--- config.mk ---
export PLATFORM = sky130hd
export DESIGN_NAME = lsc_lerp
export DESIGN_NICKNAME = d
export VERILOG_FILES = /design/src/rtl/lsc_pkg.sv /design/src/rtl/lsc_lerp.sv
export SDC_FILE = /design/constraint.sdc
export NUM_CORES = 2
export LEC_CHECK = 0
export BUFFER_PORTS_ARGS = -buffer_cell sky130_fd_sc_hd__buf_2
export CORE_MARGIN = 10
export CORE_UTILIZATION = 45
export DETAILED_ROUTE_END_ITERATION = 12
export GPL_TIMING_DRIVEN = 0
export PLACE_DENSITY_LB_ADDON = 0.1
export SLEW_MARGIN = 10
export SYNTH_ARGS = -nofsm -noshare
export SYNTH_HDL_FRONTEND = slang
export SYNTH_SLANG_ARGS = --single-unit
--- constraint.sdc ---
create_clock -name aclk -period 11.15 [get_ports aclk]
set_input_delay 2.23 -clock aclk [delete_from_list [all_inputs] [get_ports aclk]]
set_output_delay 2.23 -clock aclk [all_outputs]
set_load 0.1 [all_outputs]
--- src/rtl/lsc_pkg.sv ---
// lsc_pkg: shared types and constants of the 3d segment clipper
// no dependencies
package lsc_pkg;

    localparam int LANES  = 6;
    localparam int AXES   = 3;
    localparam int COLOR_W = 16;

    // per boundary test status carried beside the divider lanes
    typedef struct packed {
        logic den_zero;
        logic den_pos;
        logic num_pos;
        logic neg;
        logic sat;
    } lane_flags_t;

endpackage

--- src/rtl/lsc_lerp.sv ---
// lsc_lerp: registered products d*t and final endpoint selection
// depends on lsc_pkg
module lsc_lerp #(
    parameter int C = 16,
    parameter int F = 16,
    parameter int SIDE_W = 128
) (
    input  logic                  aclk,
    input  logic                  aresetn,
    input  logic                  adv,
    input  logic                  in_valid,
    input  logic [F:0]            in_te,
    input  logic [F:0]            in_tl,
    input  logic                  in_vis,
    input  logic [SIDE_W-1:0]     in_side,
    output logic                  out_valid,
    output logic                  out_vis,
    output logic [SIDE_W-1:0]     out_data
);
    import lsc_pkg::*;

    localparam int PW = C + F + 3;

    logic                             valid_reg;
    logic                             vis_reg;
    logic [SIDE_W-1:0]                side_reg;
    logic [AXES-1:0][PW-1:0]          pe_reg, pe_next;
    logic [AXES-1:0][PW-1:0]          pl_reg, pl_next;

    always_comb begin
        for (int k = 0; k < AXES; k++) begin
            logic signed [C:0]    d;
            logic signed [PW-1:0] dx, tex, tlx;
            d   = $signed({in_side[(AXES+k)*C+C-1], in_side[(AXES+k)*C +: C]})
                - $signed({in_side[k*C+C-1], in_side[k*C +: C]});
            dx  = d;
            tex = $signed({{(PW-F-1){1'b0}}, in_te});
            tlx = $signed({{(PW-F-1){1'b0}}, in_tl});
            pe_next[k] = dx * tex;
            pl_next[k] = dx * tlx;
        end
    end

    always_ff @(posedge aclk) begin
        if (!aresetn) begin
            valid_reg <= 1'b0;
        end else if (adv) begin
            valid_reg <= in_valid;
        end
        if (adv) begin
            vis_reg  <= in_vis;
            side_reg <= in_side;
            pe_reg   <= pe_next;
            pl_reg   <= pl_next;
        end
    end

    always_comb begin
        out_data = side_reg;
        for (int k = 0; k < AXES; k++) begin
            logic signed [PW-1:0] se, sl;
            se = $signed(pe_reg[k]) >>> F;
            sl = $signed(pl_reg[k]) >>> F;
            if (vis_reg) begin
                out_data[k*C +: C]        = side_reg[k*C +: C] + se[C-1:0];
                out_data[(AXES+k)*C +: C] = side_reg[k*C +: C] + sl[C-1:0];
            end
        end
    end

    assign out_valid = valid_reg;
    assign out_vis   = vis_reg;

endmodule

### After elaboration in Yosys (flattened, before gate mapping)

Index checks and enable logic that the tools add are counted.

* bits in registers: 322
* logic and storage cells: 30
* bits of input ports: 167
* output and inout port bits: 130

* muxes and demuxes: 6
* add/sub/neg operators: 9
* multipliers: 6

Operators with widths (count)
* $mul 17x18->32: 6
* $add 16x16->16: 6
* $mux 16: 6
* $sub 16x16->17: 3

### Logic depth before layout (Yosys ltp)

* word-level depth: 2
* gate-level depth with buffers: 36

### Worst setup path before layout

No wires, ideal clock.

* path kind: input to register
* start: in in_side[64]
* end: reg pe_reg[66] in the netlist's numbering (data pin)
* data arrival time: 9.655 ns
* path slack: 1.237 ns
* required time: 10.892 ns
* library setup time: 0.258 ns
* stages on the path: 32
* path through: inv_1 > ha_1 > fa_1 > nor2b_1 > o31a_1 > o211ai_1 > a31o_2 > o311a_1 > a31oi_1 > clkbuf_1 > nor2_1 > fa_1 > inv_1 > fa_1 > fa_1 > inv_1 > fa_1 > fa_1 > inv_1 > fa_1 > inv_1 > ha_1 > a41oi_1 > o21ai_0 > o31ai_1 > o211ai_1 > o211ai_1 > a21boi_0 > o21a_1 > o41ai_1 > xnor2_1 > xnor2_1

RTL lines
* start: declaration: RTL line lsc_lerp.sv:15 `input logic [SIDE_W-1:0] in_side,`
* end signal: assignment: RTL line lsc_lerp.sv:53 `pe_reg <= pe_next;`
* end: declaration: RTL line lsc_lerp.sv:27 `logic [AXES-1:0][PW-1:0] pe_reg, pe_next;`

==> run metrics <==
DRC viols 0; max reg flops 128; Syn Area/Cell 9.07 um2; CTS Buf Count 23; Yosys cell types 75; flop and latch count out of synthesis 226; antenna-violating nets left 0; placeable core area 154000 um2; register area 6780 um2; DR WL/cell 24.8 um; PortBufs 271; dpl hpwl 214000 um; CP Max Fanout 10; drt via density 5.33; number of max-cap violations 0; Worst-path clk slew 0.07 ns; DR pass1 iterations 5; asr flop ratio synth 0%; H-tree depth 1; syn nets 9959; final hold vios 0; die height 413 um; sequential area share after synthesis 9.74%; die area 171000 um2; # nets final 10279; critical path class in -> reg; critical path's slowest cell clkbuf_1; Core Util, Final 48.9%; number of global-route vias before repair 55585; most common cell after layout, fill and taps aside inv_1; DP Area 73800 um2; CP Launch Type primary input; crit-path most repeated cell fa_1; GPL Wtd Cong 0.986; most frequent cells in the layout inv_1, fa_1, nand2_1; Hold Crit Class reg -> reg; multi-input logic area 54900 um2; synth warn 0; via count 53639; Slew headroom 2.17%; Overall Global Routing Usage 29.3%; total length of routed wires 250000 um; FILL cells 14925; setup violators final 0; EDFF count, synth 225; Worst EP required 11.44 ns; status finished, final reports clean; Critical Path AT 11.16 ns; worst-skew pair later-pin latency 0.54 ns; share of the synthesized area in the top cell type 38.8%; cell taking the most area after synthesis fa_1; Slew Viols, Final 0; CP Capture Type flop; CTS tree built; post-layout min period 10.87 ns; Syn Inst Count 7671; Final Cell Area 75200 um2; initial antenna violation count 57; CTS Buffer Depth 3; Synth-to-Final Area Change 8.17%; clk sinks 226; pin slew with the least headroom to its limit 1.47 ns; Die Wd 413 um; Setup Skew 0 ns; maximum clock frequency 0.0920 GHz; Synth Cell Area 69500 um2; Fin Setup TNS 0 ns; remaining global-route overflow 0; DRT iter0 DRCs 4410; first-pass GRT wire length 368000 um; # rows 144; I/O pins 297; period utilization 97.5%; clock root cell clkbuf_16; largest cells by area after synthesis fa_1, ha_1, inv_1; pin count of the biggest net entering global routing 104; share of cells above drive strength 1 7.24%; initial cell density of the core 45.2%; largest stage delay on the critical path 0.72 ns; prevailing post-synth register cell edfxtp_1
[Yosys cell counts, drive strengths merged, types with 7 or more instances]
library cell	number
inv	1806
fa	1347
nand2	998
ha	774
and2	568
clkbuf	368
edfxtp	225
nor2b	211
nor2	172
xnor2	146
a21oi	134
o21ai	79
nand2b	76
nor3	72
a21o	67
mux2	58
nand3	54
or2	49
xor2	49
buf	38
mux2i	35
o21a	32
a211oi	28
and3	24
o31ai	22
o211ai	21
or3	19
a21boi	17
a31oi	15
nand4	15
nand3b	14
o21bai	12
nor4	11
o2111ai	9
o41ai	9
a211o	8
nor3b	7
nor4b	7
o311ai	7
[layer usage]
metal,vias to the layer above,routed length (um),global-route usage (%),share of wire [%]
met3,433,26000,6.98,10
met4,40,10700,10.7,4.3
met2,2351,105000,43.4,42
li1,23723,-,-,-
met1,27092,108000,41.4,43
met5,-,272,0,0.11
[what timing repair did]
action | 4_1_cts | 5_1_grt
setup buffers | 2 | 12
pin swaps | 1 | 9
hold buffers | 0 | 0
resized for setup | 33 | 80
endpoints found under the setup margin | 24 | 30
[cell families after synthesis]
family                     after synthesis  share of synthesized area [%]
AOI/OAI and AO/OA                      509                           4.96
xor gates and xnor gates               198                           2.55
adders and majority gates             2121                           52.7
buffers and inverters                 2213                           12.1
DFF                                    226                           9.74
muxes                                   93                           1.44
and+or+nand+nor                       2311                           16.5
[layout make-up]
class | instances | area share [%]
inverter | 1807 | 9.02
tap | 2044 | 3.40
buffer | 405 | 2.26
clock inverter | 15 | 0.216
sequential | 226 | 9.01
antenna | 22 | 0.0732
multi-input combinational | 5232 | 73.0
clock buffer | 26 | 0.780
timing repair buffer | 296 | 2.24
[metrics by stage]
stage	hold slack, ns	setup slack, ns	std cells
finish	0.544	0.281	10073
global route	0.569	-0.0292	10057
CTS	0.545	0.0180	10039
detailed placement	0.530	-1.45	9996
global placement	0.495	-1.83	9986
floorplan	0.981	1.24	7671
[worst max-delay path, delay by kind of cell]
| kind | cells | cell delay, ns |
|---|---|---|
| xor gates and xnor gates | 2 | 0.64 |
| and+or+nand+nor | 6 | 0.97 |
| adders and majority gates | 9 | 3.81 |
| buffers and inverters | 6 | 1.02 |
| AOI/OAI and AO/OA | 9 | 2.46 |
[final timing paths]
kind / startpoint / endpoint / slack, ns / cells past startpoint
worst max-delay path: in_side[48] / pl_reg[28] / 0.28 / 32
worst min-delay path: out_valid / out_valid / 0.54 / 2
worst max register to register: out_valid / out_valid / 10.54 / 2
worst min register to register: out_valid / out_valid / 0.54 / 2
Power is not shown: default switching activity piles up to over one toggle a cycle in this logic, so the estimate is an artifact.
