## config.mk

```make
export PLATFORM = sky130hd
export DESIGN_NAME = lsc_edge_cell
export DESIGN_NICKNAME = d
export VERILOG_FILES = /design/src/rtl/lsc_pkg.sv /design/src/rtl/lsc_edge_cell.sv
export SDC_FILE = /design/constraint.sdc
export NUM_CORES = 1
export LEC_CHECK = 0
export ABC_CLOCK_PERIOD_IN_PS = 7640
export BUFFER_PORTS_ARGS = -buffer_cell sky130_fd_sc_hd__clkbuf_2
export CORE_AREA = 2 2 232 234
export CTS_BUF_LIST = sky130_fd_sc_hd__clkbuf_8
export CTS_CLUSTER_DIAMETER = 80
export DETAILED_ROUTE_END_ITERATION = 16
export DIE_AREA = 0 0 234 236
export SLEW_MARGIN = 0
export SYNTH_ARGS = -nofsm -noshare
export SYNTH_HDL_FRONTEND = slang
export SYNTH_SLANG_ARGS = --single-unit
```

## constraint.sdc

```tcl
create_clock -name aclk -period 7.64 [get_ports aclk]
set_input_delay 0.382 -clock aclk [delete_from_list [all_inputs] [get_ports aclk]]
set_output_delay 0.382 -clock aclk [all_outputs]
set_load 0.005 [all_outputs]
```

## src/rtl/lsc_pkg.sv

```systemverilog
// lsc_pkg: shared types and constants of the 3d segment clipper
// no dependencies
package lsc_pkg;

    localparam int LANES  = 6;
    localparam int AXES   = 3;
    localparam int COLOR_W = 16;

    // per boundary test status carried beside the divider lanes
    typedef struct packed {
        logic den_zero;
        logic den_pos;
        logic num_pos;
        logic neg;
        logic sat;
    } lane_flags_t;

endpackage

```

## src/rtl/lsc_edge_cell.sv

```systemverilog
// lsc_edge_cell: one boundary test updating entry and exit parameters
// depends on lsc_pkg
module lsc_edge_cell #(
    parameter int F = 16,
    parameter int SIDE_W = 128,
    parameter int IDX = 0
) (
    input  logic                                  aclk,
    input  logic                                  aresetn,
    input  logic                                  adv,
    input  logic                                  in_valid,
    input  logic [lsc_pkg::LANES-1:0][F:0]        in_quo,
    input  lsc_pkg::lane_flags_t [lsc_pkg::LANES-1:0] in_flags,
    input  logic [F:0]                            in_te,
    input  logic [F:0]                            in_tl,
    input  logic                                  in_vis,
    input  logic [SIDE_W-1:0]                     in_side,
    output logic                                  out_valid,
    output logic [lsc_pkg::LANES-1:0][F:0]        out_quo,
    output lsc_pkg::lane_flags_t [lsc_pkg::LANES-1:0] out_flags,
    output logic [F:0]                            out_te,
    output logic [F:0]                            out_tl,
    output logic                                  out_vis,
    output logic [SIDE_W-1:0]                     out_side
);
    import lsc_pkg::*;

    logic                    valid_reg;
    logic [LANES-1:0][F:0]   quo_reg;
    lane_flags_t [LANES-1:0] flags_reg;
    logic [F:0]              te_reg, te_next;
    logic [F:0]              tl_reg, tl_next;
    logic                    vis_reg, vis_next;
    logic [SIDE_W-1:0]       side_reg;

    logic [F:0]              qmag;
    logic signed [F+1:0]     qs, t, tes, tls;
    lane_flags_t             fl;

    always_comb begin
        fl   = in_flags[IDX];
        qmag = fl.sat ? {(F+1){1'b1}} : in_quo[IDX];
        qs   = $signed({1'b0, qmag});
        t    = fl.neg ? -qs : qs;
        tes  = $signed({1'b0, in_te});
        tls  = $signed({1'b0, in_tl});
        te_next  = in_te;
        tl_next  = in_tl;
        vis_next = in_vis;
        if (in_vis) begin
            if (fl.den_zero) begin
                if (fl.num_pos) begin
                    vis_next = 1'b0;
                end
            end else if (fl.den_pos) begin
                if (t > tls) begin
                    vis_next = 1'b0;
                end else if (t > tes) begin
                    te_next = t[F:0];
                end
            end else begin
                if (t < tes) begin
                    vis_next = 1'b0;
                end else if (t < tls) begin
                    tl_next = t[F:0];
                end
            end
        end
    end

    always_ff @(posedge aclk) begin
        if (!aresetn) begin
            valid_reg <= 1'b0;
        end else if (adv) begin
            valid_reg <= in_valid;
        end
        if (adv) begin
            quo_reg   <= in_quo;
            flags_reg <= in_flags;
            te_reg    <= te_next;
            tl_reg    <= tl_next;
            vis_reg   <= vis_next;
            side_reg  <= in_side;
        end
    end

    assign out_valid = valid_reg;
    assign out_quo   = quo_reg;
    assign out_flags = flags_reg;
    assign out_te    = te_reg;
    assign out_tl    = tl_reg;
    assign out_vis   = vis_reg;
    assign out_side  = side_reg;

endmodule

```

Yosys cells after proc, flatten, opt, wreduce, memory -nomap -nowiden
Index checks and enable logic that the tools add are counted.
- bits in registers: 296
- input bits: 299
- output and inout bits: 296
- logic and storage cells: 63
- add/subtract/negate cells: 1
- magnitude comparators: 4
- multiplexer cells: 17
- operator list (operator ; number):
    $mux W17 ; 11
    $gt A18 B18 Y1 ; 2
    $lt A18 B18 Y1 ; 2
    $mux W18 ; 1
    $neg A17 Y18 ; 1
    $mux W1 ; 5

Logic depth before layout (Yosys ltp)
- depth after elaboration: 9
- depth in mapped cells: 18
- mapped depth without buffers: 15

Worst setup path after synthesis
Ideal clock, no wire load.
- kind: input port to flip-flop
- start: input in_flags[0] in the netlist's numbering
- end: register te_reg[10] (netlist: out_te[10]), data pin
- data arrival time: 4279 ps
- path slack: 3101 ps
- stages on the path: 18
- path buffers: 3
- path through: buf_6 > clkbuf_1 > or2_2 > inv_1 > ha_1 > nor3b_1 > nand2_1 > nor3_1 > mux2i_1 > o22ai_1 > ha_1 > nand4_1 > or2_2 > o211ai_1 > o211ai_2 > a211oi_4 > buf_8 > mux2_4
- longest elaborated chain between the ends: 9
- elaborated cells on any way between the ends: 10
- classes of those cells: 1 x add/sub; 2 x order compare; 7 x mux
- RTL lines (item ; line ; text):
    start, declared ; lsc_edge_cell.sv:13 ; input lsc_pkg::lane_flags_t [lsc_pkg::LANES-1:0] in_flags,
    $mux W17 * ; lsc_edge_cell.sv:42 ; qmag = fl.sat ? {(F+1){1'b1}} : in_quo[IDX];
    $neg A17 Y18 ; lsc_edge_cell.sv:44 ; t = fl.neg ? -qs : qs;
    $mux W18 * ; lsc_edge_cell.sv:44 ;
    $gt A18 B18 Y1 ; lsc_edge_cell.sv:58 ; end else if (t > tes) begin
    $mux W17 ; lsc_edge_cell.sv:58 ;
    $mux W17 * ; lsc_edge_cell.sv:56 ; if (t > tls) begin
    $mux W17 * ; lsc_edge_cell.sv:55 ; end else if (fl.den_pos) begin
    $mux W17 * ; lsc_edge_cell.sv:51 ; if (fl.den_zero) begin
    $mux W17 * ; lsc_edge_cell.sv:50 ; if (in_vis) begin
    via te_next[10] ; lsc_edge_cell.sv:31 ; logic [F:0] te_reg, te_next;
    end signal, assigned ; lsc_edge_cell.sv:80 ; te_reg <= te_next;
    end, declared ; lsc_edge_cell.sv:31 ;
The timed path passes the listed nets; every way through them passes the cells marked *.
A chain may end at the register's enable or synchronous reset.

Worst setup path in the final report
- start: input in_flags[0] in the netlist's numbering
- end: register te_reg[1] (netlist: out_te[1]), data pin
The elaborated chain is that of the path after synthesis.

==> results.cfg <==
[drt]
remaining_drc_errors = 0
vias = 8774
drtAntennaViolNets = 0
wl_per_cell_um = 20.0
firstDrtPassIters = 5
drt-total-wl_um = 44000
viasPerCell = 3.98
drtIter0Drc = 352

[sta]
slew_headroom = 0.317
setup-tns-final_ns = 0
fin_crit_ns = 5.11
slew_violations = 0
fmaxAchievable_mhz = 196
hold_violations = 0
skew_ns = 0
setup_viol = 0
tightestPinTransition_ns = 1.02
period_share = 0.669
worst_slack_ns = 2.53
grt_setup_unrepaired = false

[logic_synthesis]
synth_area_per_cell_um2 = 19.3
async_reset_ff_frac = 0
synth.distinct_cells = 46
synth_area_mm2 = 0.0109
synth_cells = 565
syn_nets = 899
yosysSeqAreaShare = 0.814
ys.flop_type = edfxtp_1
ys.warnings.count = 0
synth_edf_count = 295
ys_seq_elements = 296

[critical_path]
cpPeakStageDelay_ns = 0.62
critPathMostFrequentCell = ha_1
arrival_ns = 5.45
crit_type = in -> reg
cp-start-kind = primary input
worstPathMaxFanout = 29
cp-end-kind = flip-flop
path_cells = clkbuf_2 -> or2_2 -> inv_1 -> ha_1 -> nor3b_1 -> and3_1 -> nand3_1 -> mux2i_1 -> o22ai_1 -> ha_1 -> o211a_1 -> nor2_1 -> o32ai_1 -> o211ai_2 -> a211oi_4 -> buf_4 -> mux2_2
crit_required_ns = 7.97
cp_slowest_cell = a211oi_4

[layout]
fin_util = 0.347
multiInputGateArea_mm2 = 0.00183
fill_cells = 5169
drive_above_1_share = 0.482
seq_area_mm2 = 0.00888
area_delta_synth_final_pct = 69.0
fin_nets = 1792

[floorplan]
io_pins = 595
fp.dieW_um = 234
die_h_um = 236
num_rows = 85
core_mm2 = 0.0531
dieArea_mm2 = 0.0552
start_util = 0.205

[clock_tree]
cts_tree = built
h-tree-depth = 2
cts_buffer_depth = 3
cts_setup_buffers = 0
cts_made_buffers = 54
cts_resized = 0
root_buffer = clkbuf_8
cts_sinks = 296
clk_latency_ns = 0.60
clkSlewWorstSetupHoldPaths_ns = 0.05

[global_route]
grt_max_degree = 82
grtUsageTotal = 0.151
grt_overflow = 0
antenna_found_initial = 9
grt_pass1_vias = 9140
grt_pass1_wl_um = 60400

[power]
ir_worst_vdd_mv = 0.145
leakagePower_nw = 8.00
powerDensity_mw_per_mm2 = 226

[placement]
pre_cts_ws_ns = 2.02
dpl.hpwl_um = 32200
gp_congestion = 0.811
io_buffers = 594

[hold_path]
min_path_type = in -> reg

[outcome]
status = finished clean

[run]
timing.max_cap.violations = 0
cells in the mapped netlist, types with 3 or more instances:
master,count,area (um2)
edfxtp_1,295,8860
inv_1,37,139
ha_1,35,438
nor2_1,25,93.8
mux2_2,21,236
a21oi_1,20,100
nand2_1,17,63.8
nor3_1,13,65.1
mux2_4,10,150
nand4_1,7,43.8
nand3_1,6,30.0
o21ai_0,6,30.0
nand2b_1,5,31.3
o22a_1,5,43.8
o22ai_1,5,31.3
clkbuf_1,4,15.0
mux2i_1,4,40.0
o211ai_1,4,30.0
a211o_1,3,26.3
a31oi_1,3,18.8
mux2_1,3,33.8
o21a_1,3,22.5
xor2_1,3,26.3
critical path, delay by kind of cell:
family	cells	cell delay, ns
compound gates	5	1.54
fa+ha+maj	2	0.60
buf+inv	3	0.81
mux	2	0.52
simple gates	5	1.58
per-layer routing:
layer	GRT usage	routed length [um]	vias up
li1	-	-	4009
met5	0	41	-
met1	0.161	16000	4269
met4	0.0656	1800	6
met3	0.0457	3410	80
met2	0.273	22700	410
registers in the layout, summed over array words and instances, names as in the netlist:
signal and flops:
out_side 128, out_flags 30, out_vis 1, out_te 17, out_quo 102, out_tl 17
out_valid 1
layout make-up:
type | count | share of cell area
Inverter | 37 | 0.00754
Clock buffer | 59 | 0.0441
Sequential cell | 296 | 0.482
Multi-Input combinational cell | 224 | 0.0992
Clock inverter | 43 | 0.0217
Tap cell | 696 | 0.0473
Timing Repair Buffer | 845 | 0.298
Antenna cell | 4 | 0.000543
layout by cell type (no fill, tap or decap), drive strengths merged, types with 7 or more instances in the layout:
master       Yosys  layout
nor2            25      25
mux2            34      34
dlygate4sd3      0     247
a21oi           20      20
ha              35      35
clkbuf           4     652
nor3            14      14
bufinv           0       7
clkinv           0      25
nand2           17      17
edfxtp         295     295
inv             37      45
nand4            8       8
worst paths after layout:
path / start / end / slack [ns] / depth (start not counted)
worst min-delay path: in_quo[13] / out_quo[13] / 0.09 / 1
worst min register to register: out_valid / out_valid / 1.09 / 3
worst max-delay path: in_flags[0] / out_te[1] / 2.53 / 17
worst max register to register: out_valid / out_valid / 6.47 / 3
per-stage QoR:
stage	std cells	hold WS (ns)	instance area [um2]	power (W)
after CTS	2200	0.00196	18400	0.00424
final	2204	0.0867	18400	0.00417
after global placement	1851	0.499	14700	0.00242
after global routing	2202	0.0249	18400	0.00436
after floorplan	565	0.481	10900	0.00210
after detailed placement	1851	0.505	14700	0.00243
logic make-up after synthesis:
kind of cell / Yosys count / share of synthesized area
fa+ha+maj: 35 / 0.0402
buf+inv: 45 / 0.0179
simple gates: 86 / 0.0427
compound gates: 61 / 0.0394
flops: 296 / 0.814
mux: 38 / 0.0422
xor+xnor: 4 / 0.00321
power breakdown:
| part | switching (W) | internal, W | total [W] |
|---|---|---|---|
| clock network | 0.000710 | 0.000962 | 0.00167 |
| registers | 0.0000403 | 0.00193 | 0.00197 |
| logic | 0.000261 | 0.000262 | 0.000524 |
what timing repair did:
| item | CTS | global route |
|---|---|---|
| hold buffers | 247 | 0 |
| endpoints found under the hold margin | 246 | 0 |
| endpoints found under the setup margin | 0 | 0 |
Note: power is estimated with default switching activity, not from simulation.
