### src/rtl/lsc_pkg.sv
// lsc_pkg: shared types and constants of the 3d segment clipper
// no dependencies
package lsc_pkg;

    localparam int LANES  = 6;
    localparam int AXES   = 3;
    localparam int COLOR_W = 16;

    // per boundary test status carried beside the divider lanes
    typedef struct packed {
        logic den_zero;
        logic den_pos;
        logic num_pos;
        logic neg;
        logic sat;
    } lane_flags_t;

endpackage

### src/rtl/lsc_div_cell.sv
// lsc_div_cell: one restoring division step for all six boundary lanes
// depends on lsc_pkg
module lsc_div_cell #(
    parameter int C = 16,
    parameter int F = 16,
    parameter int SIDE_W = 128
) (
    input  logic                                  aclk,
    input  logic                                  aresetn,
    input  logic                                  adv,
    input  logic                                  in_valid,
    input  logic [lsc_pkg::LANES-1:0][C:0]        in_den,
    input  logic [lsc_pkg::LANES-1:0][C+1:0]      in_rem,
    input  logic [lsc_pkg::LANES-1:0][F:0]        in_quo,
    input  lsc_pkg::lane_flags_t [lsc_pkg::LANES-1:0] in_flags,
    input  logic [SIDE_W-1:0]                     in_side,
    output logic                                  out_valid,
    output logic [lsc_pkg::LANES-1:0][C:0]        out_den,
    output logic [lsc_pkg::LANES-1:0][C+1:0]      out_rem,
    output logic [lsc_pkg::LANES-1:0][F:0]        out_quo,
    output lsc_pkg::lane_flags_t [lsc_pkg::LANES-1:0] out_flags,
    output logic [SIDE_W-1:0]                     out_side
);
    import lsc_pkg::*;

    logic                      valid_reg;
    logic [LANES-1:0][C+1:0]   rem_next;
    logic [LANES-1:0][F:0]     quo_next;
    logic [LANES-1:0][C:0]     den_reg;
    logic [LANES-1:0][C+1:0]   rem_reg;
    logic [LANES-1:0][F:0]     quo_reg;
    lane_flags_t [LANES-1:0]   flags_reg;
    logic [SIDE_W-1:0]         side_reg;

    always_comb begin
        for (int l = 0; l < LANES; l++) begin
            logic          bit_q;
            logic [C+1:0]  diff;
            bit_q = in_rem[l] >= {1'b0, in_den[l]};
            diff  = bit_q ? in_rem[l] - {1'b0, in_den[l]} : in_rem[l];
            rem_next[l] = {diff[C:0], 1'b0};
            quo_next[l] = {in_quo[l][F-1:0], bit_q};
        end
    end

    always_ff @(posedge aclk) begin
        if (!aresetn) begin
            valid_reg <= 1'b0;
        end else if (adv) begin
            valid_reg <= in_valid;
        end
        if (adv) begin
            den_reg   <= in_den;
            rem_reg   <= rem_next;
            quo_reg   <= quo_next;
            flags_reg <= in_flags;
            side_reg  <= in_side;
        end
    end

    assign out_valid = valid_reg;
    assign out_den   = den_reg;
    assign out_rem   = rem_reg;
    assign out_quo   = quo_reg;
    assign out_flags = flags_reg;
    assign out_side  = side_reg;

endmodule

### config.mk
export PLATFORM = sky130hd
export DESIGN_NAME = lsc_div_cell
export DESIGN_NICKNAME = d
export VERILOG_FILES = /design/src/rtl/lsc_pkg.sv /design/src/rtl/lsc_div_cell.sv
export SDC_FILE = /design/constraint.sdc
export NUM_CORES = 1
export LEC_CHECK = 0
export BUFFER_PORTS_ARGS = -buffer_cell sky130_fd_sc_hd__buf_2
export CAP_MARGIN = 20
export CORE_AREA = 2 2 365 367
export CTS_CLUSTER_SIZE = 14
export DETAILED_ROUTE_END_ITERATION = 10
export DIE_AREA = 0 0 367 369
export SETUP_SLACK_MARGIN = 0.3
export SYNTH_ARGS = -nofsm -noshare
export SYNTH_HDL_FRONTEND = slang
export SYNTH_SLANG_ARGS = --single-unit
### constraint.sdc
create_clock -name aclk -period 3.9 [get_ports aclk]
set_clock_uncertainty 0.05 [all_clocks]
set_input_delay 0 -clock aclk [delete_from_list [all_inputs] [get_ports aclk]]
set_output_delay 0 -clock aclk [all_outputs]
set_load 0.02 [all_outputs]
# --- Word level (Yosys, flattened, before mapping) ---
# Cells that the tools add are included.
totals:
  reg_bits: 465
  ramBits: 0
  romBits: 0
  n_memories: 0
  output_inout_bits: 471
  latch_bits: 0
  inputBits: 474
op_classes:
  bitwise: 0
  n_addsub: 6
  n_eq_ne: 0
  mux: 6
  shift: 0
  n_lt_le_gt_ge: 6
  div_mod_pow: 0
  n_reduce_logical: 0
  mul: 0
ops:
  columns: ["operator", "n"]
  rows:
  - ["18-bit by 17-bit greater-or-equal comparator with 1-bit output", 6]
  - ["17-bit two-way mux", 6]
  - ["17-bit subtractor", 6]

# --- Depth between registers and ports, before layout ---
# Gate-level depths: netlist of run 1.
depth:
  word_depth: 2
  depth_mapped: 13

# --- Worst setup path after synthesis of run 1 ---
# OpenSTA, ideal clock, no wires.
synth_timing:
  kind: "input -> register"
  start: "input in_rem[18] (netlist name)"
  end: "register rem_reg, in the netlist out_rem[26] (data pin)"
  t_required_ns: 3.590
  n_path_buf: 2
  setup_time_ns: 0.260
  t_arrival_ns: 2.195
  path_slack_ns: 1.395
  path_stages: 13
  path_cell_list: "inv_1 ha_1 inv_1 fa_1 a21oi_1 o21ai_1 a21oi_2 a31oi_2 a21oi_1 a21o_1 buf_4 buf_6 mux2_2"
synth_rtl:
  columns: ["item", "line_no", "source"]
  rows:
  - ["start, declared", "lsc_div_cell.sv:13", "input logic [lsc_pkg::LANES-1:0][C+1:0] in_rem,"]
  - ["end signal, assigned", "lsc_div_cell.sv:54", "rem_reg <= rem_next;"]
  - ["end, declared", "lsc_div_cell.sv:30", "logic [LANES-1:0][C+1:0] rem_reg;"]

==> results of run 1 <==
==> cells by family after synthesis <==
kind of cell | count (synthesis) | synth area share
AND/OR/NAND/NOR | 234 | 0.05363
AO/OA/AOI/OAI | 318 | 0.1016
other | 1 | 0.0001835
XOR/XNOR | 75 | 0.03214
buffers and inverters | 161 | 0.03208
multiplexers | 51 | 0.02932
adder cells (fa/ha/maj) | 108 | 0.06832
flip-flops | 465 | 0.6827
==> layout make-up <==
cell class,count,area (um^2),share of cell area
antenna,12,30.03,0.0008202
clock buffer,61,1463,0.03995
clock inverter,45,415.4,0.01135
inverter,129,484.2,0.01323
multi-input combinational,792,5869,0.1603
sequential,465,13950,0.3811
tap,1755,2196,0.05998
timing repair buffer,1683,12200,0.3332
==> layer usage <==
| layer | up-vias | GRT usage |
|---|---|---|
| li1 | 8748 | - |
| met1 | 9409 | 0.1756 |
| met2 | 993 | 0.2428 |
| met3 | 164 | 0.04607 |
| met4 | 32 | 0.04942 |
| met5 | - | 0 |
==> stage by stage <==
step                      cells  hold slack [ps]  utilization  power [mW]  worst slack, ps
after floorplan            1418            48.87            -       7.898             1395
after global placement     4093            126.2       0.2086       9.217            710.0
after detailed placement   4093            128.1       0.2086       9.238            659.5
after CTS                  4924          0.04563       0.2783       15.46            349.3
after global routing       4934            11.84       0.2790       15.96            303.4
final                      4942            50.21       0.2792       15.37            391.9
==> state kept, by name, indices dropped and copies added, names as in the netlist <==
signal	cells
out_rem	102
out_quo	102
out_valid	1
out_side	128
out_flags	30
out_den	102
==> worst max-delay path, cell delays in order <==
cell and delay [ps]:
sky130_fd_sc_hd__dlygate4sd3_1 570, sky130_fd_sc_hd__buf_2 150, sky130_fd_sc_hd__inv_1 50, sky130_fd_sc_hd__ha_1 170, sky130_fd_sc_hd__inv_1 60, sky130_fd_sc_hd__fa_1 420, sky130_fd_sc_hd__a21o_1 250, sky130_fd_sc_hd__a31o_1 240
sky130_fd_sc_hd__a221oi_2 460, sky130_fd_sc_hd__o41ai_1 220, sky130_fd_sc_hd__a31oi_4 230, sky130_fd_sc_hd__buf_12 150, sky130_fd_sc_hd__mux2_2 330, sky130_fd_sc_hd__dlygate4sd3_1 560
==> cells in the mapped netlist (all sizes together) (3+ instances only) <==
cell and number:
mux2i 4, a21oi 98, a21o 31, o2111ai 4
clkbuf 15, nor3 5, xor2 31, a211oi 12
and2 3, nand3 16, o211ai 7, nand4 14
nor2b 10, o31ai 7, o21bai 5, a21boi 4
o21ai 83, nand2b 20, o311a 3, o311ai 3
o21a 12, ha 102, a31oi 13, fa 6
a221oi 4, mux2 47, and4 4, a31o 3
nand2 84, inv 129, a311oi 3, xnor2 44
a211o 3, a2111oi 3, buf 17, and3 8
edfxtp 464, nor2 60
==> worst paths after layout <==
path | cells past startpoint | slack, ps | from | to
min reg2reg | 3 | 1030 | out_valid | out_valid
max reg2reg | 3 | 2710 | out_valid | out_valid
min | 2 | 50 | in_den[30] | out_den[30]
max | 14 | 390 | in_rem[72] | out_rem[74]
==> placed cells by master (no fill, tap or decap), types with 7 or more instances in the layout <==
master,instances
sky130_fd_sc_hd__a211oi_1,10
sky130_fd_sc_hd__a21o_1,30
sky130_fd_sc_hd__a21oi_1,96
sky130_fd_sc_hd__a31oi_1,11
sky130_fd_sc_hd__and3_1,8
sky130_fd_sc_hd__buf_2,931
sky130_fd_sc_hd__buf_4,19
sky130_fd_sc_hd__clkbuf_16,58
sky130_fd_sc_hd__clkinv_1,12
sky130_fd_sc_hd__clkinv_2,10
sky130_fd_sc_hd__clkinvlp_4,7
sky130_fd_sc_hd__diode_2,12
sky130_fd_sc_hd__dlygate4sd3_1,726
sky130_fd_sc_hd__edfxtp_1,464
sky130_fd_sc_hd__ha_1,102
sky130_fd_sc_hd__inv_1,128
sky130_fd_sc_hd__mux2_2,38
sky130_fd_sc_hd__mux2_4,8
sky130_fd_sc_hd__nand2_1,84
sky130_fd_sc_hd__nand2b_1,20
sky130_fd_sc_hd__nand3_1,16
sky130_fd_sc_hd__nand4_1,14
sky130_fd_sc_hd__nor2_1,60
sky130_fd_sc_hd__nor2b_1,10
sky130_fd_sc_hd__o211ai_1,7
sky130_fd_sc_hd__o21a_1,12
sky130_fd_sc_hd__o21ai_0,75
sky130_fd_sc_hd__xnor2_1,44
sky130_fd_sc_hd__xor2_1,31
==> report_power, final <==
group / leakage [nW] / internal (mW) / total, mW / switching, mW
logic: 10.1 / 1.55 / 3.61 / 2.06
clock network: 0.905 / 3.07 / 5.49 / 2.43
registers: 4.55 / 6.09 / 6.26 / 0.179
total: 15.5 / 10.7 / 15.4 / 4.66
==> repair_timing <==
item,4_1_cts,5_1_grt
endpoints found under the setup margin,0,14
gates resized for setup,0,3
hold endpoints to repair,538,8
buffers inserted,0,4
hold buffers,725,1
==> metrics.sh, run 1 <==
RUN_STATUS='completed'
TIMING_WORST_SETUP_PATH_TYPE='in -> reg'
SYNTH-SEQ-CELLS=465
GLOBAL_ROUTE.OVERFLOW_TOTAL=0
WORST-PATH-MAX-FANOUT=9
SYN_AREA_MM2=0.02044
ROUTE.VIAS.TOTAL=19350
DRT_ITER0_DRC=1348
MAX_CAP_CHECK_VIOLATION_COUNT=0
HTREE_NUM_LEVELS=2
SYNTH.LIB_CELLS_USED.DISTINCT=79
FINAL-SETUP-VIOL-COUNT=0
FINAL_DESIGN_AREA_NO_FILL_MM2=0.03661
TNS_PS=0
CHIPHEIGHT_UM=369
DR_WL_MET3_MM=9.473
FINAL_HOLD_VIOL_COUNT=0
STARTPOINT_TYPE='input pin'
FIRSTDRTPASSITERS=5
SYNTH_EDF_COUNT=464
SYNTH-MAIN-FF-CELL='sky130_fd_sc_hd__edfxtp_1'
RESIDUAL_ANTENNA_VIOLATING_NET_COUNT_AFTER_DETAILED_ROUTING=0
MET2ROUTEDLENGTH_MM=49.21
GRT_PASS1_WL_MM=141.2
GRTUSAGETOTAL=0.1452
INITIAL_ANTENNA_VIOLATION_COUNT=46
MAX-VDD-IR-DROP_mV=0.3853
YOSYS.AREA.TOP_TYPE='sky130_fd_sc_hd__edfxtp_1'
SYNTHCELLS=1413
DETAIL_ROUTE.WIRELENGTH.MET1_MM=41.15
SEQ_AREA_FRAC_SYNTH=0.6827
FINISH.NET_COUNT=3710
UNREPAIRED_SETUP_ENDPOINTS_AFTER_GLOBAL_ROUTING='false'
CTS.PATH.MAX_BUFFERS=3
TRITONCTS='yes'
TIMING_MAX_TRANSITION_VIOLATIONS_FINAL=0
LEAKAGEPOWER_nW=15.52
TOTALWIRELENGTH_MM=103.6
CLKTRANSATPATHREGS_PS=70
HPWLAFTERDP_MM=76.71
CP_ENDPOINT_KIND='register'
FINALCRITPERIODSHARE=0.8995
TYPE_OF_THE_WORST_MIN_DELAY_PATH='in -> reg'
WL_PER_CELL_UM=20.97
SYN2LAYOUT_AREA_GROWTH_PCT=79.12
SLEW-LIMIT-HEADROOM=0.3591
BOUNDARYPINS=945
WORST_SKEW_PAIR.LATE_LATENCY_PS=640
PIN_COUNT_OF_THE_BIGGEST_NET_ENTERING_GLOBAL_ROUTING=88
VIA_COUNT_OF_THE_FIRST_GLOBAL_ROUTING_PASS=19760
PLACE.GP.CONGESTION=0.9009
DPL-INSTANCE-AREA_MM2=0.02736
HIGHEST-SIGNAL-LAYER='met5'
DRIVE_GT1_FRAC=0.3506
SYNTH_ASYNC_SR_FLOP_SHARE=0
TIGHTEST_SLEW_PS=937.1
POST_SYNTH_MAIN_AREA_CONTRIBUTORS='sky130_fd_sc_hd__edfxtp_1, sky130_fd_sc_hd__ha_1, sky130_fd_sc_hd__a21oi_1'
N_FILL_CELL=13300
SYNTH.AVG_CELL_AREA_UM2=14.46
CHIPWIDTH_UM=367
DESIGN.DIE.AREA_MM2=0.1354
TIMING.FMAX_MHz=285.1
FINALWORSTPATHREQUIREDPERIOD_PS=3508
ROUTE.DETAILED.VIAS_PER_INST=3.915
CP.REQUIRED_PS=4250
PWR_DENSITY_CELL_mW_PER_MM2=419.8
SYNTH_TOP_CELL_AREA_SHARE=0.6817
NUMCTSBUFFERS=57
DRT_DRC_VIOLATIONS_LEFT=0
PLACE.PORT_BUFFERS=932
SYNTHESIS.YOSYS.WARNINGS=0
NUM_CLOCK_SINKS=465
START_UTIL=0.1559
CLOCK-ROOT-BUFFER='sky130_fd_sc_hd__clkbuf_16'
TIMING.CRITICAL_PATH.ARRIVAL_PS=3860
PLACEABLECOREAREA_MM2=0.1311
ROWS=133
Note: power is estimated with default switching activity, not from simulation.
==> inputs of run 2 (changes only) <==
Settings changed: CORE_AREA 2 2 365 367 to 10 10 361 363, DIE_AREA 0 0 367 369 to 0 0 371 373.
Clock period 3.9 ns to 2.9 ns, I/O delays scaled along.
==> run 2 against run 1 <==
Effect of this change: the run now ends with negative hold slack left; clock power grew 33%; combinational power grew 32%; worst hold slack lost 460 ps; clock-buffer cell count grew 3; power grew 34%; via count shrank 1.9%; cell count shrank 3.9%; register-to-register slack lost 1000 ps; first-iteration DRC count grew 5.6%; global-route usage shrank 0.12 points; non-clock buffer count shrank 72; sequential power grew 35%; critical path type unchanged; largest power group unchanged.
==> metrics.sh, run 2 (synthesized netlist as in run 1, its figures left out) <==
WORST-PATH-MAX-FANOUT=3
LEAKAGEPOWER_nW=15.25
RRSETUPSLACK_PS=1710
FINISH.NET_COUNT=3635
BOUNDARYPINS=945
FINAL-SETUP-VIOL-COUNT=0
FINALCRITPERIODSHARE=0.8802
R2R_START='out_valid'
GRTUSAGETOTAL=0.1440
FINAL.HOLD.WORST_SLACK_PS=-411.6
CLKTRANSATPATHREGS_PS=60
VIA_COUNT_OF_THE_FIRST_GLOBAL_ROUTING_PASS=19780
PWR_DENSITY_CELL_mW_PER_MM2=573.6
CP_ENDPOINT_KIND='register'
CP.REQUIRED_PS=3220
WORST_R2R_ENDPOINT='out_valid'
CRITICAL_PATH.MOST_COMMON_CELL='sky130_fd_sc_hd__inv_1'
CHIPHEIGHT_UM=373
FAILED_CHECKS='negative hold slack'
START_UTIL=0.1662
TOP_LIBRARY_CELLS_BY_USAGE_IN_THE_LAYOUT_FILL_AND_TAPS_ASIDE='sky130_fd_sc_hd__buf_2, sky130_fd_sc_hd__dlygate4sd3_1, sky130_fd_sc_hd__edfxtp_1, sky130_fd_sc_hd__inv_1, sky130_fd_sc_hd__ha_1'
UNREPAIRED_SETUP_ENDPOINTS_AFTER_GLOBAL_ROUTING='false'
SYN2LAYOUT_AREA_GROWTH_PCT=75.11
MAX_STAGE_DELAY_PS=560
GLOBAL_ROUTE.OVERFLOW_TOTAL=0
DRT_ITER0_DRC=1424
TIMING.CRITICAL_PATH.ARRIVAL_PS=2870
PLACEABLECOREAREA_MM2=0.1230
WORST_SKEW_PAIR.LATE_LATENCY_PS=630
ROWS=129
TIGHTEST_SLEW_PS=852.7
HPWLAFTERDP_MM=80.20
MOSTFREQUENTLAYOUTCELL='sky130_fd_sc_hd__buf_2'
CRITICAL_PATH.ENDPOINT='out_rem[53]'
TNS_PS=0
STARTPOINT_TYPE='input pin'
PLACE.GP.CONGESTION=0.9315
ROUTE.VIAS.TOTAL=18980
SLEW-LIMIT-HEADROOM=0.4316
TIMING.FMAX_MHz=391.7
CLOCK-ROOT-BUFFER='sky130_fd_sc_hd__clkbuf_16'
CHIPWIDTH_UM=371
CTS.PATH.MAX_BUFFERS=3
DPL-INSTANCE-AREA_MM2=0.02742
PIN_COUNT_OF_THE_BIGGEST_NET_ENTERING_GLOBAL_ROUTING=83
WORST_HOLD_PATH_CELL_COUNT=1
MAX_STAGE_DELAY_CELL_WORST_PATH='sky130_fd_sc_hd__dlygate4sd3_1'
NUM_CLOCK_SINKS=465
NUMCTSBUFFERS=54
FINAL_HOLD_VIOL_COUNT=2
TYPE_OF_THE_WORST_MIN_DELAY_PATH='in -> reg'
HTREE_NUM_LEVELS=2
ROUTE.DETAILED.VIAS_PER_INST=3.997
FINALWORSTPATHREQUIREDPERIOD_PS=2553
CRIT_PATH_LAUNCH='in_rem[36]'
TIMING_WORST_SETUP_PATH_TYPE='in -> reg'
FINAL_DESIGN_AREA_NO_FILL_MM2=0.03579
MIN_FROM='in_den[68]'
DRIVE_GT1_FRAC=0.3685
LARGEST_REGISTER_FF_COUNT=128
PLACE.PORT_BUFFERS=932
GRT_PASS1_WL_MM=145.7
TOTALWIRELENGTH_MM=105.7
FIN_TOTAL_PWR_mW=20.53
R2R_CELLS=3
CRIT_CHAIN='dlygate4sd3_1 -> buf_2 -> inv_1 -> ha_1 -> inv_1 -> fa_2 -> a21o_1 -> a311o_1 -> a21oi_2 -> buf_4 -> nand2b_1 -> a211oi_1 -> o31ai_1 -> o22ai_1'
MAX_CAP_CHECK_VIOLATION_COUNT=0
FIRSTDRTPASSITERS=6
MAX-VDD-IR-DROP_mV=0.6063
RUN_STATUS='finished with violations'
INITIAL_ANTENNA_VIOLATION_COUNT=42
TIMING_MAX_TRANSITION_VIOLATIONS_FINAL=0
TRITONCTS='yes'
WL_PER_CELL_UM=22.25
DRT_DRC_VIOLATIONS_LEFT=0
RESIDUAL_ANTENNA_VIOLATING_NET_COUNT_AFTER_DETAILED_ROUTING=0
DESIGN.DIE.AREA_MM2=0.1384
run 2: changes by cell type in the layout (fill, tap and decap cells not counted), sizes merged, moves of 4 or more:
cell / change
dlygate4sd3: -97
buf: +23
clkinv: -14
clkbuf: +5
diode: +5
bufinv: +4
run 2: critical path: cells and delay by family:
kind | cells | cell delay (ps)
AND/OR/NAND/NOR | 1 | 150
AO/OA/AOI/OAI | 6 | 1270
buffers and inverters | 5 | 960
adder cells (fa/ha/maj) | 2 | 500
run 2: stage by stage:
| stage | utilization | setup slack (ps) | instances |
|---|---|---|---|
| after floorplan | - | 395.4 | 1418 |
| after global placement | 0.2230 | 178.6 | 3998 |
| after detailed placement | 0.2230 | 148.3 | 3998 |
| after CTS | 0.2891 | 313.7 | 4724 |
| after global routing | 0.2907 | 292.1 | 4737 |
| final | 0.2910 | 347.3 | 4750 |
run 2: what timing repair did:
| action | CTS | global route |
|---|---|---|
| buffers inserted | 0 | 4 |
| endpoints found under the hold margin | 524 | 8 |
| gates resized for setup | 0 | 17 |
| hold buffers | 627 | 2 |
| setup endpoints to repair | 0 | 83 |
run 2: worst min path at each step:
| stage | end |
|---|---|
| after floorplan | out_den[0] |
| after global placement | out_quo[81] |
| after detailed placement | out_side[112] |
| after CTS | out_den[68] |
| after global routing | out_den[68] |
| final | out_den[68] |
run 2: layout make-up:
cell class                      count  area (um^2)
Multi-Input combinational cell    792         5926
Tap cell                         1637         2048
Inverter                          129        484.2
Clock buffer                       64         1410
Sequential cell                   465        13950
Timing Repair Buffer             1611        11480
Clock inverter                     35        445.4
Antenna cell                       17        42.54
Fill cell                       12360        87200
run 2: where the power goes:
group | switching (mW) | internal, mW | total [mW]
combinational | 2.76 | 2.00 | 4.76
clock | 3.04 | 4.29 | 7.32
sequential | 0.257 | 8.19 | 8.44
run 2: per-layer routing:
metal  vias to the layer above  track usage  routed length, um
li1                       8605            -                  -
met1                      9239       0.1683              40270
met2                       950       0.2413              50460
met3                       164      0.05668              11650
met4                        26      0.04270               3106
met5                         -            0                177
